<file path="src/rtl/chm_pkg.sv">
// chm_pkg: shared widths, codes and helpers of the chained hash multiset
// no dependencies; imported by every module of the block
`default_nettype none

package chm_pkg;

   localparam int KEY_W    = 31;
   localparam int MODE_W   = 2;
   localparam int STATUS_W = 2;
   localparam int TOTAL_W  = 11;
   localparam int CFG_W    = 7;

   localparam int DEF_MAX_BUCKETS  = 64;
   localparam int DEF_BUCKET_DEPTH = 16;

   localparam logic [CFG_W-1:0] CFG_RESET = 7'd64;

   // queue depth between the front and the back
   localparam int QUEUE_DEPTH = 2;

   // modulo unit retires two dividend bits per cycle
   localparam int DIV_STEPS = (KEY_W + 1) / 2;
   localparam int DIV_W     = 2 * DIV_STEPS;

   localparam logic [MODE_W-1:0] MODE_INSERT = 2'd0;
   localparam logic [MODE_W-1:0] MODE_CHECK  = 2'd1;
   localparam logic [MODE_W-1:0] MODE_READ   = 2'd2;

   localparam logic [STATUS_W-1:0] STATUS_OK    = 2'd0;
   localparam logic [STATUS_W-1:0] STATUS_FULL  = 2'd1;
   localparam logic [STATUS_W-1:0] STATUS_EMPTY = 2'd2;

   // address bits for n entries, at least one
   function automatic int addr_bits(input int n);
      int r;
      r = (n > 1) ? $clog2(n) : 1;
      return r;
   endfunction

endpackage

`default_nettype wire

</file>
<file path="src/rtl/chm_queue.sv">
// chm_queue: small fifo that decouples the front from the back
// depends on chm_pkg
`default_nettype none

module chm_queue #(
   parameter int WIDTH = 8,
   parameter int DEPTH = chm_pkg::QUEUE_DEPTH
) (
   input  wire logic             clock,
   input  wire logic             reset,
   input  wire logic             push,
   input  wire logic [WIDTH-1:0] push_data,
   output logic                  full,
   input  wire logic             pop,
   output logic      [WIDTH-1:0] pop_data,
   output logic                  not_empty
);
   import chm_pkg::*;

   localparam int PW = addr_bits(DEPTH);
   localparam int CW = $clog2(DEPTH + 1);

   logic [WIDTH-1:0] entry_ff [DEPTH];
   logic [PW-1:0]    wr_ptr_ff, rd_ptr_ff;
   logic [CW-1:0]    count_ff;
   logic             do_push, do_pop;

   assign full      = (count_ff == CW'(DEPTH));
   assign not_empty = (count_ff != '0);
   assign do_push   = push && !full;
   assign do_pop    = pop && not_empty;
   assign pop_data  = entry_ff[rd_ptr_ff];

   always_ff @(posedge clock) begin
      if (reset) begin
         wr_ptr_ff <= '0;
         rd_ptr_ff <= '0;
         count_ff  <= '0;
      end else begin
         if (do_push) begin
            wr_ptr_ff <= (wr_ptr_ff == PW'(DEPTH - 1)) ? '0 : wr_ptr_ff + PW'(1);
         end
         if (do_pop) begin
            rd_ptr_ff <= (rd_ptr_ff == PW'(DEPTH - 1)) ? '0 : rd_ptr_ff + PW'(1);
         end
         if (do_push && !do_pop) begin
            count_ff <= count_ff + CW'(1);
         end else if (do_pop && !do_push) begin
            count_ff <= count_ff - CW'(1);
         end
      end
   end

   always_ff @(posedge clock) begin
      if (do_push) begin
         entry_ff[wr_ptr_ff] <= push_data;
      end
   end

endmodule

`default_nettype wire

</file>
<file path="config.mk">
export PLATFORM = sky130hd
export DESIGN_NAME = chm_queue
export DESIGN_NICKNAME = d
export VERILOG_FILES = /design/src/rtl/chm_pkg.sv /design/src/rtl/chm_queue.sv
export SDC_FILE = /design/constraint.sdc
export NUM_CORES = 1
export LEC_CHECK = 0
export BUFFER_PORTS_ARGS = -buffer_cell sky130_fd_sc_hd__buf_4
export CORE_MARGIN = 10
export CORE_UTILIZATION = 55
export CTS_BUF_LIST = sky130_fd_sc_hd__clkbuf_4
export DETAILED_ROUTE_END_ITERATION = 8
export PLACE_DENSITY = 0.89
export SLEW_MARGIN = 20
export SYNTH_ARGS = -nofsm -noshare
export SYNTH_HDL_FRONTEND = slang
export SYNTH_SLANG_ARGS = --single-unit
</file>
<file path="constraint.sdc">
create_clock -name clock -period 3.5 [get_ports clock]
set_input_delay 0.175 -clock clock [delete_from_list [all_inputs] [get_ports clock]]
set_output_delay 0.175 -clock clock [all_outputs]
set_load 0.01 [all_outputs]
</file>
Word-level counts from Yosys, hierarchy flattened. Memory sizes are Yosys's and may differ from the RTL's. A register that Yosys moved wholly into a read port is not among the register bits. Index checks and enable logic that the tools add are counted. Widths: inputs -> output; s select.

Reduce and logical (&&, ||, !) cells: 9. Mux-type cells: 8. Eq/ne operators: 1. Add/subtract/negate cells: 4.

Operators by type and width (number): $mux 1 (6); $logic_and 1x1->1 (4); $mux 2 (2); $reduce_bool 2->1 (2); $logic_not 1->1 (3); $add 1x1->1 const B (2); $add 2x1->2 const B (1); $eq 2x2->1 const B (1); $sub 2x1->2 const B (1).

Register bits: 4. Input port bits: 12. Memory bits (writable): 16. Memories kept: 1. Logic and storage cells: 26.

Memory list: entry_ff (words 2, width 8, read ports 1, clocked after memory_dff 1, write ports 1, RTL line chm_queue.sv:23) `logic [WIDTH-1:0] entry_ff [DEPTH];`.

Depth between registers and ports, before layout.
Depth in word-level cells: 7. Depth in mapped cells: 6. Gate-level depth less buffers: 6.

Worst setup path before layout. No wires, ideal clock.

Path type: reg2reg. From: reg count_ff[1]. To: reg count_ff[1]. Arrival: 1412 ps. Data required time: 3430 ps. Cell stages (with the launch flop): 6. Setup slack: 2018 ps. Setup time: 70 ps. Buffers on the path: 0. Cell sequence: dfxtp_1 > nor2b_2 > nor2_1 > ha_1 > or3_1 > a21oi_1.

Cells in the longest elaborated chain, start to end: 6.

Ends and longest elaborated chain: start, declared (RTL line chm_queue.sv:25) `logic [CW-1:0] count_ff;`; start signal, assigned (RTL line chm_queue.sv:47) `count_ff <= count_ff + CW'(1);`; start signal, assigned (RTL line chm_queue.sv:49) `count_ff <= count_ff - CW'(1);`; $eq 2x2->1 * (RTL line chm_queue.sv:28) `assign full = (count_ff == CW'(DEPTH));`; named net full (RTL line chm_queue.sv:13) `output logic full,`; $logic_not 1->1 * (RTL line chm_queue.sv:30) `assign do_push = push && !full;`; $logic_and 1x1->1 * (RTL line chm_queue.sv:30); $logic_not 1->1 (RTL line chm_queue.sv:48) `end else if (do_pop && !do_push) begin`; $logic_and 1x1->1 (RTL line chm_queue.sv:48); $reduce_bool 2->1 (no source line).

The timed path passes the listed nets; every way through them passes the cells marked *. The select of a mux whose other input is x is not followed. A chain may end at the register's enable or synchronous reset.

Worst setup path after layout.
From: reg count_ff[1]. To: reg count_ff[1].

Cells in the longest elaborated chain, start to end: 6.

Ends and longest elaborated chain (RTL line): $eq 2x2->1 (chm_queue.sv:28); $logic_not 1->1 (chm_queue.sv:30); $logic_and 1x1->1 (chm_queue.sv:30); $logic_not 1->1 (chm_queue.sv:48); $logic_and 1x1->1 (chm_queue.sv:48); $reduce_bool 2->1 (no source line).

Several ways; a longest one is shown, not always the timed one. The select of a mux whose other input is x is not followed.

==> qor.yml <==
status: "finished clean"
timing.slew.headroom_pct: 75.1
seq_area_frac_synth_pct: 73.0
cts_tree: "yes"
wl_um: 1450
grt_max_degree: 12
critPathSlowestCell: "dfxtp_1"
final_common_cell: "buf_4"
grt_pass1_wl_um: 2270
area_delta_synth_final_pct: 25.3
postCtsResizedCells: 0
cp-end-kind: "register"
ys_types: 14
crit_start: "count_ff[1]$_SDFFE_PP0P_"
required_ps: 3730
syn_inst: 50
multi_input_area_um2: 203
path_class: "register to register"
crit_cells: 5
slew_viol_final: 0
io_pins: 22
fin_nets: 88
cp_slowest_stage_delay_ps: 380
finalClockSkew_ps: 1.52
dieWidth_um: 58.0
initial_core_util_pct: 59.7
crit_chain: "nor2b_2, nor2_1, ha_1, or3_1, a21oi_1"
cp_top_family: "simple AND/OR/NAND/NOR gates"
num_vias: 457
grtUsageMet1_pct: 8.63
nFillCells: 86
grt_pass1_vias: 508
drtPass1Iterations: 3
fin_cells: 89
avgViaCountPerCell: 5.13
placed_area_um2: 967
tightest_slew_ps: 373
h-tree-depth: 1
setup_viol: 0
path_clk_slew_ps: 110
grt.busiest_layer: "met2"
grt_util_met3_pct: 3.49
dpl.cell_count: 85
antenna_left: 0
cts_root_buffer: "clkbuf_4"
finalCriticalPeriod_ps: 1560
ys_ff_latch: 21
grt_antenna_before_repair: 0
clock_latency_ps: 290
totalPowerFinal_w: 0.000702
synthesis.nets: 63
vdd_drop_max_uv: 519
ff_latch_area_um2: 581
reg2reg_depth: 5
drive_gt1_share_pct: 47.3
drc_errors: 0
dp_hpwl_um: 1160
clockBufferDepth: 2
numPortBuffers: 21
cts_sinks: 21
p_leak_nw: 0.403
worstPathMaxFanout: 5
grt-ovfl-total: 0
syn_area_per_cell_um2: 15.9
layout_common_cells: "buf_4 (21), edfxtp_1 (16), mux2_2 (8)"
pwr_density_cell_mw_per_mm2: 704
r2r_start: "count_ff[1]$_SDFFE_PP0P_"
gr-usage-met2_pct: 14.9
drt_iter0_markers: 13
r2r_end: "count_ff[1]$_SDFFE_PP0P_"
grtUsageTotal_pct: 8.54
rrSetupSlack_ps: 1940
cp-start-kind: "register"
stdcell_area_um2: 997
hold_violations: 0
endpoint: "count_ff[1]$_SDFFE_PP0P_"
post-cts-setup-buffers: 0
syn-cell-area_um2: 796
core.rowCount: 13
post_drt_wl_per_cell_um: 16.3
diodes: 0
die-area_mm2: 0.00337
gp_congestion: 0.670
max_cap_viol_count: 0
hp-class: "input pin to register"
rsz0062_at_grt: "false"
worst-endpoint-arrival_ps: 1790
cts_hold_buffers: 0
synth_warnings: 0
crit_buf_inv: 0
cts_made_buffers: 3
fp.coreArea_mm2: 0.00133
max_freq_mhz: 641
final_util_pct: 74.8
finalCritPeriodShare_pct: 44.6
die_h_um: 58.0
setup_tns_ps: 0
layout make-up:
class | count | share of cell area [%]
Clock buffer | 4 | 3.01
Inverter | 2 | 0.753
Multi-Input combinational cell | 26 | 20.3
Sequential cell | 21 | 58.2
Tap cell | 15 | 1.88
Timing Repair Buffer | 21 | 15.8
worst register-to-register path, delay by kind of cell, from the launching register on:
kind                     cells  cell delay, ps
AND/OR/NAND/NOR              3             670
flip-flops                   1             380
adder cells (fa/ha/maj)      1             310
AO/OA/AOI/OAI                1             140
how the worst min path moves through the flow:
stage / start / to / slack, ps / depth (start not counted)
2_1_floorplan: reset / count_ff[1]$_SDFFE_PP0P_ / 240 / 1
3_3_place_gp: push_data[2] / entry_ff[0][2]$_DFFE_PP_ / 360 / 1
3_5_place_dp: push_data[7] / entry_ff[1][7]$_DFFE_PP_ / 360 / 1
4_1_cts: push_data[7] / entry_ff[1][7]$_DFFE_PP_ / 60 / 1
5_1_grt: push_data[2] / entry_ff[1][2]$_DFFE_PP_ / 50 / 1
6_report: push_data[5] / entry_ff[0][5]$_DFFE_PP_ / 60 / 1
state kept, by name (all words and copies together) (netlist names), named ones only:
name,cells
wr_ptr_ff,1
count_ff,2
rd_ptr_ff,1
entry_ff,16
synthesized netlist by cell type:
cell type | instances | area [um2]
edfxtp_1 | 16 | 480
ha_1 | 1 | 12.5
nor2b_2 | 1 | 8.76
xor2_1 | 3 | 26.3
or2_2 | 1 | 6.26
o21ai_0 | 3 | 15.0
buf_2 | 1 | 5.00
mux2_2 | 8 | 90.1
inv_1 | 2 | 7.51
and2_1 | 1 | 6.26
nor2_1 | 4 | 15.0
a21oi_1 | 2 | 10.0
dfxtp_1 | 5 | 100
or3_1 | 2 | 12.5
power by group:
part / switching, W / total (W) / internal (W)
Sequential: 0.0000322 / 0.000350 / 0.000318
Clock: 0.0000663 / 0.000118 / 0.0000521
Combinational: 0.000107 / 0.000234 / 0.000127
cells by family (layout without fill, tap and decap cells):
group	count (synthesis)	count (layout)	synth area share, %
multiplexers	8	8	11.3
flip-flops	21	21	73.0
XOR/XNOR	3	3	3.30
AO/OA/AOI/OAI	5	5	3.14
adder cells (fa/ha/maj)	1	1	1.57
buffers and inverters	3	27	1.57
AND/OR/NAND/NOR	9	9	6.13
per-layer routing:
| metal | vias to the layer above | part of all wire (%) |
|---|---|---|
| met2 | 14 | 52 |
| met4 | 0 | 1.7 |
| met1 | 212 | 40 |
| li1 | 227 | - |
| met3 | 4 | 6.7 |
| met5 | - | 0 |
through the flow:
step                      setup slack [ps]  hold WS, ps
after detailed placement              1950          364
after global placement                2020          360
final                                 1940         58.5
after CTS                             1930         57.1
after global routing                  1850         45.9
after floorplan                       2020          244
Note: power is estimated with default switching activity, not from simulation.
