===== src/rtl/chm_pkg.sv =====
// chm_pkg: shared widths, codes and helpers of the chained hash multiset
// no dependencies; imported by every module of the block
`default_nettype none

package chm_pkg;

   localparam int KEY_W    = 31;
   localparam int MODE_W   = 2;
   localparam int STATUS_W = 2;
   localparam int TOTAL_W  = 11;
   localparam int CFG_W    = 7;

   localparam int DEF_MAX_BUCKETS  = 64;
   localparam int DEF_BUCKET_DEPTH = 16;

   localparam logic [CFG_W-1:0] CFG_RESET = 7'd64;

   // queue depth between the front and the back
   localparam int QUEUE_DEPTH = 2;

   // modulo unit retires two dividend bits per cycle
   localparam int DIV_STEPS = (KEY_W + 1) / 2;
   localparam int DIV_W     = 2 * DIV_STEPS;

   localparam logic [MODE_W-1:0] MODE_INSERT = 2'd0;
   localparam logic [MODE_W-1:0] MODE_CHECK  = 2'd1;
   localparam logic [MODE_W-1:0] MODE_READ   = 2'd2;

   localparam logic [STATUS_W-1:0] STATUS_OK    = 2'd0;
   localparam logic [STATUS_W-1:0] STATUS_FULL  = 2'd1;
   localparam logic [STATUS_W-1:0] STATUS_EMPTY = 2'd2;

   // address bits for n entries, at least one
   function automatic int addr_bits(input int n);
      int r;
      r = (n > 1) ? $clog2(n) : 1;
      return r;
   endfunction

endpackage

`default_nettype wire


===== src/rtl/chm_front.sv =====
// chm_front: accepts transactions, holds the bucket count register and works out
// key modulo bucket count two bits a cycle; depends on chm_pkg
`default_nettype none

module chm_front #(
   parameter int MAX_BUCKETS = chm_pkg::DEF_MAX_BUCKETS,
   localparam int BKT_W   = chm_pkg::addr_bits(MAX_BUCKETS),
   localparam int ENTRY_W = chm_pkg::MODE_W + chm_pkg::KEY_W + BKT_W
) (
   input  wire logic                        clock,
   input  wire logic                        reset,
   input  wire logic                        enable,
   input  wire logic                        req_valid,
   output logic                             req_stall,
   input  wire logic [chm_pkg::MODE_W-1:0]  req_mode,
   input  wire logic [chm_pkg::KEY_W-1:0]   req_key,
   input  wire logic                        csr_valid,
   output logic                             csr_ready,
   input  wire logic [chm_pkg::CFG_W-1:0]   csr_bucket_count,
   output logic                             push_valid,
   input  wire logic                        push_full,
   output logic      [ENTRY_W-1:0]          push_data
);
   import chm_pkg::*;

   localparam int CNT_W = addr_bits(DIV_STEPS);

   localparam logic [1:0] F_IDLE = 2'd0;
   localparam logic [1:0] F_DIV  = 2'd1;
   localparam logic [1:0] F_PUSH = 2'd2;

   logic [1:0]        state_ff, state_in;
   logic [CFG_W-1:0]  count_ff;
   logic [CNT_W-1:0]  cnt_ff, cnt_in;
   logic [MODE_W-1:0] mode_ff, mode_in;
   logic [KEY_W-1:0]  key_ff, key_in;
   logic [DIV_W-1:0]  div_ff, div_in;
   logic [CFG_W-1:0]  rem_ff, rem_in;
   logic [CFG_W-1:0]  divisor_ff, divisor_in;
   logic [CFG_W-1:0]  divisor_sat;
   logic [CFG_W:0]    part_a, part_b;
   logic [CFG_W-1:0]  rem_a;
   logic              accept;

   assign csr_ready  = 1'b1;
   assign req_stall  = !((state_ff == F_IDLE) && enable);
   assign accept     = req_valid && !req_stall;
   assign push_valid = (state_ff == F_PUSH);
   assign push_data  = {mode_ff, key_ff, BKT_W'(rem_ff)};

   // zero means one bucket, anything above the table size saturates
   always_comb begin
      divisor_sat = count_ff;
      if (count_ff == '0) begin
         divisor_sat = CFG_W'(1);
      end else if (int'(count_ff) > MAX_BUCKETS) begin
         divisor_sat = CFG_W'(MAX_BUCKETS);
      end
   end

   // two restoring steps on the remainder
   always_comb begin
      part_a = {rem_ff, div_ff[DIV_W-1]};
      if (part_a >= {1'b0, divisor_ff}) begin
         part_a = part_a - {1'b0, divisor_ff};
      end
      rem_a  = part_a[CFG_W-1:0];
      part_b = {rem_a, div_ff[DIV_W-2]};
      if (part_b >= {1'b0, divisor_ff}) begin
         part_b = part_b - {1'b0, divisor_ff};
      end
   end

   always_comb begin
      state_in   = state_ff;
      cnt_in     = cnt_ff;
      mode_in    = mode_ff;
      key_in     = key_ff;
      div_in     = div_ff;
      rem_in     = rem_ff;
      divisor_in = divisor_ff;
      unique case (state_ff)
         F_IDLE: begin
            if (accept) begin
               mode_in    = req_mode;
               key_in     = req_key;
               div_in     = DIV_W'(req_key);
               rem_in     = '0;
               cnt_in     = '0;
               divisor_in = divisor_sat;
               state_in   = F_DIV;
            end
         end
         F_DIV: begin
            rem_in = part_b[CFG_W-1:0];
            div_in = div_ff << 2;
            cnt_in = cnt_ff + CNT_W'(1);
            if (cnt_ff == CNT_W'(DIV_STEPS - 1)) begin
               state_in = F_PUSH;
            end
         end
         F_PUSH: begin
            if (!push_full) begin
               state_in = F_IDLE;
            end
         end
         default: begin
            state_in = F_IDLE;
         end
      endcase
   end

   always_ff @(posedge clock) begin
      if (reset) begin
         state_ff <= F_IDLE;
         count_ff <= CFG_RESET;
      end else begin
         state_ff <= state_in;
         if (csr_valid && csr_ready) begin
            count_ff <= csr_bucket_count;
         end
      end
   end

   always_ff @(posedge clock) begin
      cnt_ff     <= cnt_in;
      mode_ff    <= mode_in;
      key_ff     <= key_in;
      div_ff     <= div_in;
      rem_ff     <= rem_in;
      divisor_ff <= divisor_in;
   end

endmodule

`default_nettype wire


===== config.mk =====
export PLATFORM = sky130hd
export DESIGN_NAME = chm_front
export DESIGN_NICKNAME = d
export VERILOG_FILES = /design/src/rtl/chm_pkg.sv /design/src/rtl/chm_front.sv
export SDC_FILE = /design/constraint.sdc
export NUM_CORES = 1
export LEC_CHECK = 0
export BUFFER_PORTS_ARGS = -buffer_cell sky130_fd_sc_hd__buf_2
export CAP_MARGIN = 20
export CORE_MARGIN = 2
export CORE_UTILIZATION = 55
export DETAILED_ROUTE_END_ITERATION = 8
export GPL_TIMING_DRIVEN = 1
export PLACE_DENSITY_LB_ADDON = 0.05
export SETUP_SLACK_MARGIN = 0.4
export SLEW_MARGIN = 20
export SYNTH_ARGS = -nofsm -noshare
export SYNTH_HDL_FRONTEND = slang
export SYNTH_SLANG_ARGS = --single-unit

===== constraint.sdc =====
create_clock -name clock -period 5.6 [get_ports clock]
set_clock_uncertainty 0.15 [all_clocks]
set_input_delay 0.28 -clock clock [delete_from_list [all_inputs] [get_ports clock]]
set_output_delay 0.28 -clock clock [all_outputs]
set_load 0.01 [all_outputs]

After elaboration in Yosys (flattened, before gate mapping). Cells that the tools add are included. Widths: inputs -> output; s select.

Bits in latches: 0. Word-level logic and storage cells: 44. ROM bits: 0. Memory bits (writable): 0. Output and inout bits: 42. Bits in registers: 92. Input port bits: 46. Memories: 0.

$mul: 0. Equal/unequal tests: 6. Shift operators: 0. Reduce and logical (&&, ||, !) cells: 10. Multiplexer cells: 13. Magnitude comparators: 3. $add $sub $neg: 3. Bitwise gates (word level): 0. Div/mod/pow operators: 0.

Operator list (number): $pmux 32 s2 (1); $mux 32 (1); $mux 7 (4); $ge 8x7->1 (2); $pmux 7 s2 (1); $sub 7x7->7 (2); $pmux 4 s2 (1); $gt 7x7->1 const B (1); $logic_not 7->1 (1); $mux 2 (3); $ne 2x2->1 const B (3); $pmux 2 s3 (1); $add 4x1->4 const B (1); $eq 4x4->1 const B (1); $mux 4 (1); $reduce_and 2->1 (2); $reduce_and 3->1 (1); $eq 2x1->1 const B (1); $eq 2x2->1 const B (1); $logic_and 1x1->1 (2); $logic_not 2->1 (1); $reduce_bool 2->1 (1); $reduce_or 2->1 (1); $logic_not 1->1 (1).

Depth between registers and ports, before layout. Gate-level depths: netlist of run 1.

Word-level depth: 5. Mapped depth: 15. Depth with buffers taken out: 15.

Least setup slack after synthesis of run 1. No wires, ideal clock.

Path type: flip-flop to flip-flop. Start: register div_ff[31]. End: register rem_ff[0] (data pin). Buffers on the path: 0. Path slack: 1.588 ns. Clock period less this slack: 4.012 ns. Cell stages (with the launch flop): 15. Setup time: 0.261 ns. Required time: 5.189 ns. Arrival time: 3.601 ns. Cell sequence: edfxtp_1 -> inv_1 -> ha_1 -> inv_1 -> fa_1 -> a211oi_2 -> o21ai_1 -> a41oi_4 -> mux2_2 -> ha_1 -> a211o_1 -> nand2_1 -> a21oi_1 -> a211o_2 -> o311a_1.

Cells in the longest elaborated chain, start to end: 5. Elaborated cells on any way between the ends: 6. Those cells by class: 1 x add/sub; 2 x order compare; 3 x mux.

RTL lines: from (decl) (line chm_front.sv:37) `logic [DIV_W-1:0] div_ff, div_in;`; from (signal assigned) (line chm_front.sv:129) `div_ff <= div_in;`; $sub 7x7->7 / $ge 8x7->1 (equally long branches) (line chm_front.sv:65, chm_front.sv:64); $mux 7 (*) (line chm_front.sv:64) `if (part_a >= {1'b0, divisor_ff}) begin`; $ge 8x7->1 (*) (line chm_front.sv:69) `if (part_b >= {1'b0, divisor_ff}) begin`; $mux 7 (*) (line chm_front.sv:69); $pmux 7 s2 (*) (line chm_front.sv:82) `unique case (state_ff)`; to (signal assigned) (line chm_front.sv:130) `rem_ff <= rem_in;`; to (decl) (line chm_front.sv:38) `logic [CFG_W-1:0] rem_ff, rem_in;`.

Every way passes the cells marked *; elsewhere a longest branch is shown, timed or not. A chain may end at the register's enable or synchronous reset.

Final worst setup path of run 1.
Start: register div_ff[31]. End: register rem_ff[4] (data pin).

Cells in the longest elaborated chain, start to end: 5. Elaborated cells on any way between the ends: 7. Those cells by class: 2 x add/sub; 2 x order compare; 3 x mux.

RTL lines (line): $sub 7x7->7 / $ge 8x7->1 (equally long branches) (chm_front.sv:65, chm_front.sv:64); $mux 7 (*) (chm_front.sv:64); $sub 7x7->7 / $ge 8x7->1 (equally long branches) (chm_front.sv:70, chm_front.sv:69); $mux 7 (*) (chm_front.sv:69); $pmux 7 s2 (*) (chm_front.sv:82).

Marks and branches as above.

==> impl_metrics.py, run 1 <==
metrics = {
    "power": {
        "clockPowerShare": 0.274,
        "p_comb_frac": 0.224,
        "p_leak_nw": 2.21,
        "switching_power_w": 0.000475,
        "internal_power_w": 0.00118,
        "switching_share": 0.288,
        "peakVddDrop_uv": 179,
        "p_per_area_nw_per_um2": 313,
        "p_seq_frac": 0.502,
    },
    "yosys": {
        "ys_seq_area_frac": 0.627,
        "syn-num-nets": 426,
        "synth_edf_count": 83,
        "syn_area_um2": 4260,
        "synth_ff_type": "edfxtp_1",
        "synthArstFlopShare": 0,
        "yosysTopAreaCellShare": 0.585,
        "syn-instance-count": 363,
        "synthTopCellsByArea": "edfxtp_1, nand2_1, ha_1, dfxtp_1, nor2b_1",
        "yosysTopAreaCell": "edfxtp_1",
        "postSynthAreaPerCell_um2": 11.7,
        "synth-seq-cells": 92,
        "synthDistinctLibCells": 48,
        "yosys_warnings": 0,
    },
    "floorplanning": {
        "start_util": 0.561,
        "core-area_um2": 7610,
        "ios": 88,
        "row_count": 32,
        "dieArea_um2": 8470,
        "die_w_um": 92.1,
        "die_h_um": 92.1,
    },
    "setup_path": {
        "arrival_ps": 4270,
        "critPathMaxFanout": 10,
        "cp.required_ps": 5540,
        "crit_path_start_kind": "flip-flop",
        "endpoint_kind": "flip-flop",
        "criticalPathCategory": "reg2reg",
    },
    "final_layout": {
        "num_antenna_cells": 0,
        "fin_util": 0.695,
        "area_growth_pct": 24.0,
        "fillers": 583,
        "nNetsFinal": 541,
        "drive_gt1_frac": 0.243,
    },
    "global_routing": {
        "grt_pass1_vias": 3067,
        "grt_usage": 0.214,
        "gr-total-overflow": 0,
        "grt_max_degree": 44,
        "antenna_found_initial": 0,
        "grt_first_pass_wirelength_um": 14200,
    },
    "detailed_routing": {
        "wl_per_cell_um": 14.7,
        "drt_wl_total_um": 8580,
        "drc": 0,
        "first_iter_violations": 123,
        "drtPass1Iterations": 4,
        "vias": 3020,
        "ant_nets": 0,
        "vias_per_cell": 5.17,
    },
    "status": {
        "status": "complete, no violations",
    },
    "sta": {
        "max_clock_freq_mhz": 231,
        "period_minus_slack_ps": 4330,
        "max_slew_margin": 0.317,
        "final.setup.tns_ps": 0,
        "period_share": 0.774,
        "setup_slack_ps": 1270,
        "finalHoldViolCount": 0,
        "slew_violations": 0,
        "setup_viol": 0,
        "rsz0062_at_grt": "no",
        "worst_pin_slew_ps": 1020,
    },
    "clock_network": {
        "clock-sinks": 92,
        "tritoncts": "done",
        "htree_levels": 3,
        "clock_latency_ps": 350,
        "clk_pin_slew_ps": 90,
        "post_cts_resize_count": 0,
        "cts_max_path_buffers": 2,
        "cts_root_buf": "clkbuf_8",
        "numCtsBuffers": 9,
    },
    "place": {
        "port_buffers": 86,
        "gp_congestion": 0.864,
        "place_ws_ps": 1300,
        "dpl.hpwl_um": 5510,
    },
    "run": {
        "maxCapViolations": 0,
    },
    "min_path": {
        "hold_path.class": "in2reg",
    },
}
[final timing paths]
path	from	endpoint	depth (start not counted)	slack, ps
min	csr_bucket_count[5]	count_ff[5]	3	10
max	div_ff[31]	rem_ff[4]	15	1270
min reg2reg	count_ff[0]	count_ff[0]	2	360
max reg2reg	div_ff[31]	rem_ff[4]	15	1270
[sequential cells by signal, indices dropped and copies added, names as in the netlist]
register    flops
rem_ff          7
key_ff         31
state_ff        2
div_ff         32
cnt_ff          4
count_ff        7
divisor_ff      7
mode_ff         2
[cell families after synthesis]
family | after synthesis | share of synthesized area
AND/OR/NAND/NOR | 159 | 0.165
AO/OA/AOI/OAI | 45 | 0.0792
buffers and inverters | 33 | 0.0370
other | 1 | 0.000879
flip-flops | 92 | 0.627
XOR/XNOR | 4 | 0.00822
adder cells (fa/ha/maj) | 17 | 0.0534
multiplexers | 12 | 0.0293
[power groups by stage]
stage	Sequential (W)	Combinational (W)	Clock, W
floorplan	0.000847	0.000259	0
global placement	0.000845	0.000347	0
detailed placement	0.000846	0.000347	0
CTS	0.000831	0.000368	0.000462
global route	0.000836	0.000412	0.000486
finish	0.000830	0.000370	0.000453
[layer usage]
layer	track usage	up-vias	wire (µm)
li1	-	1509	-
met1	0.276	1431	3830
met2	0.353	72	4140
met3	0.0493	8	482
met4	0.0821	0	120
met5	0	-	0
[cell usage in the layout (no fill, tap or decap), types with 3 or more instances in the layout]
master         count
a211o_1            4
a21oi_1           10
and2_1             4
buf_2             86
clkbuf_8           9
dfxtp_1            9
dlygate4sd3_1     36
edfxtp_1          83
ha_1              15
inv_1             13
mux2_2             4
mux2i_1            8
nand2_1           91
nand2b_1           4
nand3_1            9
nor2_1            18
nor2b_1           12
nor3_1             9
o21a_1             3
o21ai_0            8
or2_2              3
xor2_1             3
[worst max-delay path, stage by stage (launching register included)]
cell,delay (ps)
edfxtp_1,390
inv_1,90
ha_1,180
inv_1,60
fa_1,410
a211oi_2,260
o21ai_1,150
a41oi_4,430
mux2i_1,240
fa_1,480
a211o_1,330
nand2_1,90
a21oi_1,110
a211o_2,380
o211ai_1,230
a21oi_1,90
[cell type report]
| cell class | count | area [µm²] | area share |
|---|---|---|---|
| sequential | 92 | 2670 | 0.505 |
| multi-input combinational | 238 | 1440 | 0.272 |
| timing repair buffer | 124 | 806 | 0.152 |
| tap | 102 | 128 | 0.0241 |
| clock buffer | 9 | 124 | 0.0234 |
| clock inverter | 6 | 72.6 | 0.0137 |
| inverter | 13 | 48.8 | 0.00923 |
[through the flow]
stage | cell area, µm² | total power (W) | hold slack [ps] | cells
2_1_floorplan | 4260 | 0.00111 | 229 | 363
3_3_place_gp | 4730 | 0.00119 | 308 | 533
3_5_place_dp | 4730 | 0.00119 | 309 | 533
4_1_cts | 5290 | 0.00166 | 2.00 | 584
5_1_grt | 5290 | 0.00173 | 6.49 | 584
6_report | 5290 | 0.00165 | 13.5 | 584
[repair_timing]
item | 4_1_cts | 5_1_grt
endpoints found under the hold margin | 36 | 0
hold buffers | 36 | 0
setup endpoints to repair | 0 | 0
setup buffers | 0 | 0
[Yosys cell counts, types with 3 or more instances]
| cell | n |
|---|---|
| xor2_1 | 3 |
| a211o_1 | 4 |
| nor3_1 | 9 |
| mux2_2 | 4 |
| mux2i_1 | 8 |
| or2_2 | 3 |
| nor2b_1 | 13 |
| ha_1 | 15 |
| o21a_1 | 3 |
| nor2_1 | 18 |
| buf_4 | 7 |
| inv_1 | 13 |
| dfxtp_1 | 9 |
| nand3_1 | 9 |
| nand2b_1 | 4 |
| a21oi_1 | 10 |
| o21ai_0 | 8 |
| clkbuf_1 | 10 |
| nand2_1 | 91 |
| and2_1 | 4 |
| edfxtp_1 | 83 |
No activity file was read; power rests on OpenSTA's default activity.
==> run 2, diff against run 1 <==
- ABC_AREA: not set -> 1
- CORE_UTILIZATION: 55 -> 50
- clock period: 5.6 -> 3.5 ns (I/O delays scaled with it)
==> run 2 against run 1 <==
Net effect:
- critical path depth grew 6
- via count grew 12%
- largest cell class unchanged
- sequential cell count is the same
- worst hold slack gained 100 ps
- critical endpoint is now rem_ff[1]
- combinational power grew to 2.6 times the previous value
- fmax grew 36%
- non-clock buffer count grew 32
- cell count grew 18%
- setup slack lost 960 ps
==> impl_metrics.py, run 2 <==
metrics = {
    "final_layout": {
        "reg.largest.list": "div_ff: 32 flops, key_ff: 31 flops",
        "top_register": "div_ff",
        "fin_util": 0.689,
        "fillers": 652,
        "drive_gt1_frac": 0.329,
        "mostFrequentLayoutCells": "nand2_1, buf_2, edfxtp_1",
        "nNetsFinal": 640,
        "num_antenna_cells": 0,
        "final_cells": 689,
        "mostFrequentLayoutCell": "nand2_1",
        "area_growth_pct": 35.6,
        "largest_register_ffs": 32,
    },
    "setup_path": {
        "startpoint": "div_ff[31]",
        "endpoint_kind": "flip-flop",
        "crit_path_start_kind": "flip-flop",
        "arrival_ps": 3150,
        "critPathMaxFanout": 8,
        "reg2reg_from": "div_ff[31]",
        "criticalPathCategory": "reg2reg",
        "cp.required_ps": 3460,
        "ff2ff_path_depth": 21,
        "rr_endpoint": "rem_ff[1]",
        "r2r_slack_ps": 300,
    },
    "clock_network": {
        "tritoncts": "done",
        "cts_max_path_buffers": 2,
        "clock_latency_ps": 340,
        "numCtsBuffers": 9,
        "htree_levels": 3,
        "clock-sinks": 92,
        "clk_pin_slew_ps": 80,
        "cts_root_buf": "clkbuf_8",
    },
    "yosys": {
        "postSynthAreaPerCell_um2": 10.3,
        "syn_area_um2": 4390,
        "synth.most_common_cell": "nand2_1",
        "ys_seq_area_frac": 0.609,
        "syn-instance-count": 427,
        "synthTopCellsByArea": "edfxtp_1, nand2_1, ha_1, dfxtp_1, inv_1",
        "synth_ff_type": "edfxtp_1",
        "synthTopCellsByCount": "nand2_1, edfxtp_1, inv_1",
        "yosysTopAreaCellShare": 0.568,
        "synthDistinctLibCells": 36,
        "synth-seq-cells": 92,
        "synthArstFlopShare": 0,
        "yosysTopAreaCell": "edfxtp_1",
        "syn-num-nets": 490,
        "synth_edf_count": 83,
        "yosys_warnings": 0,
    },
    "sta": {
        "slew_violations": 0,
        "max_slew_margin": 0.643,
        "setup_viol": 0,
        "finalHoldViolCount": 0,
        "worst_pin_slew_ps": 535,
        "period_minus_slack_ps": 3200,
        "final.setup.tns_ps": 0,
        "period_share": 0.913,
        "max_clock_freq_mhz": 313,
        "rsz0062_at_grt": "yes",
        "holdWs_ps": 115,
    },
    "min_path": {
        "hold_path.class": "in2reg",
        "min_to": "state_ff[0]",
        "hp-start": "req_valid",
        "min_path_cells": 5,
    },
    "global_routing": {
        "grt_pass1_vias": 3389,
        "grt_first_pass_wirelength_um": 15300,
        "grt_max_degree": 44,
        "grt_usage": 0.199,
        "gr-total-overflow": 0,
        "antenna_found_initial": 0,
    },
    "detailed_routing": {
        "first_iter_violations": 111,
        "vias": 3382,
        "wl_per_cell_um": 13.4,
        "drtPass1Iterations": 6,
        "drt_wl_total_um": 9250,
        "drc": 0,
        "vias_per_cell": 4.91,
        "ant_nets": 0,
    },
    "status": {
        "status": "complete, no violations",
    },
    "place": {
        "dp.cells": 607,
        "gp_congestion": 0.930,
        "dpl.hpwl_um": 5720,
        "port_buffers": 86,
    },
    "floorplanning": {
        "die_h_um": 97.7,
        "core-area_um2": 8640,
        "dieArea_um2": 9540,
        "start_util": 0.508,
        "die_w_um": 97.7,
        "row_count": 34,
        "ios": 88,
    },
    "power": {
        "peakVddDrop_uv": 272,
        "p_leak_nw": 2.64,
        "p_per_area_nw_per_um2": 501,
    },
    "run": {
        "maxCapViolations": 0,
    },
}
## run 2: changes by cell type after synthesis, sizes merged, moves of 8 or more
cell / delta
inv: +37
mux2i: -8
nand2: +56
nand3: +8
nor2: +24
nor2b: -13
nor3: -8
## run 2: power breakdown
group / internal, W / switching, W
sequential: 0.00131 / 0.0000332
combinational: 0.000422 / 0.000530
clock: 0.000327 / 0.000363
## run 2: kinds of logic after synthesis
| family | share of synthesized area |
|---|---|
| buf+inv | 0.0636 |
| other cells | 0.000854 |
| compound gates | 0.0368 |
| flops | 0.609 |
| simple gates | 0.224 |
| fa+ha+maj | 0.0519 |
| xor+xnor | 0.0140 |
## run 2: layout make-up
class / count / area (µm²) / share of cell area
clock inverter: 6 / 63.8 / 0.0107
timing repair buffer: 156 / 1100 / 0.185
tap: 108 / 135 / 0.0227
sequential: 92 / 2670 / 0.449
multi-input combinational: 268 / 1670 / 0.280
clock buffer: 9 / 124 / 0.0208
inverter: 50 / 193 / 0.0324
## run 2: timing repair
item	CTS	global route
endpoints found under the hold margin	72	0
endpoints found under the setup margin	7	7
cloned	0	0
setup buffers	13	4
pin swaps	15	15
resized for setup	34	17
hold buffers	49	0
## run 2: worst max path at each step
stage / endpoint / cells past startpoint / slack (ps)
finish: rem_ff[1] / 21 / 300
global route: rem_ff[1] / 15 / 150
CTS: rem_ff[6] / 22 / 400
detailed placement: rem_ff[6] / 21 / 180
global placement: rem_ff[6] / 21 / 230
floorplan: rem_ff[6] / 19 / 420
## run 2: metal layers
layer	routed length (µm)	global-route usage
met1	3940	0.250
met2	4710	0.333
met3	398	0.0439
met4	208	0.0823
met5	0	0
## run 2: worst max-delay path, cell delays in order (launching register included)
cell      delay (ps)
edfxtp_1         390
inv_1             70
ha_2             160
inv_2             50
fa_2             360
nand2_2          100
nand2_2           60
nand2_2           90
buf_4            130
xor2_4           170
nand2_4           60
nand2_2           70
inv_2             50
ha_4             230
nand2_4           70
inv_2             50
nand3_2           80
nand3_4          100
a21oi_4          180
nand3_4          140
nor2_1           130
nor2_1            50
## run 2: per-stage QoR
stage          setup slack, ps  area [µm²]  total power (W)
2_1_floorplan              421        4400          0.00188
6_report                   305        5950          0.00298
5_1_grt                    152        5950          0.00315
3_5_place_dp               184        4900          0.00203
4_1_cts                    401        5810          0.00290
3_3_place_gp               231        4900          0.00202
==> run 3, diff against run 2 <==
- CELL_PAD_IN_SITES_DETAIL_PLACEMENT: not set -> 1
- CELL_PAD_IN_SITES_GLOBAL_PLACEMENT: not set -> 1
- CORE_UTILIZATION: 50 -> 38
- REMOVE_ABC_BUFFERS: not set -> 1
==> run 3 against run 2 <==
Net effect:
- utilization decreased by 15 points
- clock power increased by 52%
- critical path type unchanged
- sequential power about the same
- via count increased by 0.83%
- critical path depth decreased by 6
- global-route usage decreased by 1.7 points
- setup slack improved by 26 ps
- wire length increased by 14%
- register-to-register slack improved by 30 ps
- power increased by 13%
- critical endpoint is now rem_ff[3]
==> impl_metrics.py, run 3 (synthesis gave the netlist of run 2 again) <==
metrics = {
    "status": {
        "status": "complete, no violations",
    },
    "detailed_routing": {
        "drt_wl_total_um": 10500,
        "drtPass1Iterations": 4,
        "vias": 3410,
        "wl_per_cell_um": 14.5,
        "drc": 0,
        "vias_per_cell": 4.69,
        "ant_nets": 0,
        "first_iter_violations": 126,
    },
    "global_routing": {
        "grt_use_met1": 0.221,
        "gr-total-overflow": 0,
        "grtUsageMet2": 0.317,
        "grt_first_pass_wirelength_um": 18000,
        "met3_usage": 0.0506,
        "grt_usage": 0.182,
        "grt_pass1_vias": 3687,
        "grt_max_degree": 44,
        "top_usage_layer": "met2",
        "antenna_found_initial": 0,
    },
    "final_layout": {
        "largest_register_ffs": 32,
        "drive_gt1_frac": 0.339,
        "fin_util": 0.543,
        "num_antenna_cells": 0,
        "mostFrequentLayoutCells": "nand2_1, buf_2, edfxtp_1",
        "final_cells": 727,
        "area_growth_pct": 40.1,
        "nNetsFinal": 642,
        "reg.largest.list": "div_ff: 32 flops, key_ff: 31 flops",
        "mostFrequentLayoutCell": "nand2_1",
        "top_register": "div_ff",
    },
    "power": {
        "p_leak_nw": 2.71,
        "p_per_area_nw_per_um2": 548,
        "peakVddDrop_uv": 321,
    },
    "setup_path": {
        "endpoint_kind": "flip-flop",
        "cp.required_ps": 3440,
        "cp_slowest_cell": "edfxtp_1",
        "worstPathCellList": "ha_1 > nand2_1 > nor3_2 > nand2_4 > nand2_8 > inv_8 > nand2_1 > o21ai_4 > fa_2 > nand3_2 > nand3_4 > a21oi_4 > nand3_4 > nor2_2 > nor2_1",
        "criticalPathCategory": "reg2reg",
        "rr_endpoint": "rem_ff[3]",
        "ff2ff_path_depth": 15,
        "critPathMaxFanout": 8,
        "arrival_ps": 3110,
        "crit_path_max_incr_delay_ps": 460,
        "r2r_slack_ps": 330,
        "crit_path_start_kind": "flip-flop",
        "reg2reg_from": "rem_ff[3]",
    },
    "place": {
        "dp.cells": 642,
        "place_ws_ps": 112,
        "gp_congestion": 0.763,
        "dpl.hpwl_um": 6640,
        "port_buffers": 86,
    },
    "sta": {
        "period_share": 0.905,
        "setup_viol": 0,
        "slew_violations": 0,
        "setup_slack_ps": 331,
        "max_clock_freq_mhz": 316,
        "period_minus_slack_ps": 3170,
        "finalHoldViolCount": 0,
        "rsz0062_at_grt": "yes",
        "max_slew_margin": 0.601,
        "worst_pin_slew_ps": 599,
        "final.setup.tns_ps": 0,
    },
    "min_path": {
        "min_path_cells": 4,
        "hold_path.class": "in2reg",
        "min_to": "count_ff[2]",
        "hp-start": "csr_valid",
    },
    "clock_network": {
        "clk_pin_slew_ps": 60,
        "tritoncts": "done",
        "numCtsBuffers": 9,
        "htree_levels": 3,
        "clock_latency_ps": 340,
        "clock-sinks": 92,
        "cts_max_path_buffers": 2,
        "cts_root_buf": "clkbuf_16",
    },
    "floorplanning": {
        "die_w_um": 111,
        "start_util": 0.388,
        "ios": 88,
        "dieArea_um2": 12400,
        "core-area_um2": 11300,
        "row_count": 39,
        "die_h_um": 111,
    },
    "run": {
        "maxCapViolations": 0,
    },
}
[run 3: changes by cell type in the layout (fill, tap and decap cells not counted), sizes merged]
cell	before	now
buf	107	109
bufinv	1	2
clkinv	3	2
inv	51	52
[run 3: where the power goes]
group	internal [W]	leakage [nW]	switching (W)
clock network	0.000630	0.155	0.000421
logic	0.000421	1.69	0.000550
registers	0.00131	0.865	0.0000369
total	0.00236	2.71	0.00101
[run 3: cell type report]
| class | count | area (µm²) |
|---|---|---|
| Clock inverter | 7 | 96.3 |
| Inverter | 50 | 195 |
| Multi-Input combinational cell | 268 | 1690 |
| Tap cell | 143 | 179 |
| Clock buffer | 9 | 225 |
| Fill cell | 1284 | 5170 |
| Timing Repair Buffer | 158 | 1090 |
| Sequential cell | 92 | 2670 |
[run 3: critical path: cells and delay by family (launching register included)]
kind / cells / cell delay, ps
DFF: 1 / 460
and+or+nand+nor: 10 / 1260
AOI/OAI and AO/OA: 2 / 250
adders and majority gates: 2 / 760
buffers and inverters: 1 / 50
[run 3: stage by stage]
stage | power [W] | cell area, µm² | hold slack [ps]
floorplan | 0.00186 | 4300 | 94.1
global placement | 0.00204 | 4950 | 203
detailed placement | 0.00206 | 4950 | 204
CTS | 0.00330 | 5990 | 123
global route | 0.00355 | 6150 | 202
finish | 0.00337 | 6150 | 177
[run 3: timing repair]
item | CTS | global route
hold buffers | 49 | 0
endpoints found under the hold margin | 73 | 0
pin swaps | 18 | 12
gates resized for setup | 40 | 18
setup buffers | 11 | 9
setup endpoints to repair | 7 | 7
[run 3: how the worst max path moves through the flow]
stage / from / endpoint / slack (ps) / cells after the start
finish: rem_ff[3] / rem_ff[3] / 330 / 15
global route: div_ff[31] / rem_ff[3] / 170 / 22
CTS: div_ff[31] / rem_ff[1] / 270 / 19
detailed placement: div_ff[31] / rem_ff[6] / 110 / 21
global placement: div_ff[31] / rem_ff[6] / 250 / 22
floorplan: state_ff[0] / cnt_ff[0] / -700 / 4
[run 3: metal layers]
| layer | up-vias | share of wire | routed length (µm) |
|---|---|---|---|
| li1 | 1698 | - | - |
| met1 | 1637 | 0.43 | 4520 |
| met2 | 58 | 0.51 | 5410 |
| met3 | 17 | 0.039 | 411 |
| met4 | 0 | 0.020 | 206 |
| met5 | - | 0 | 0 |
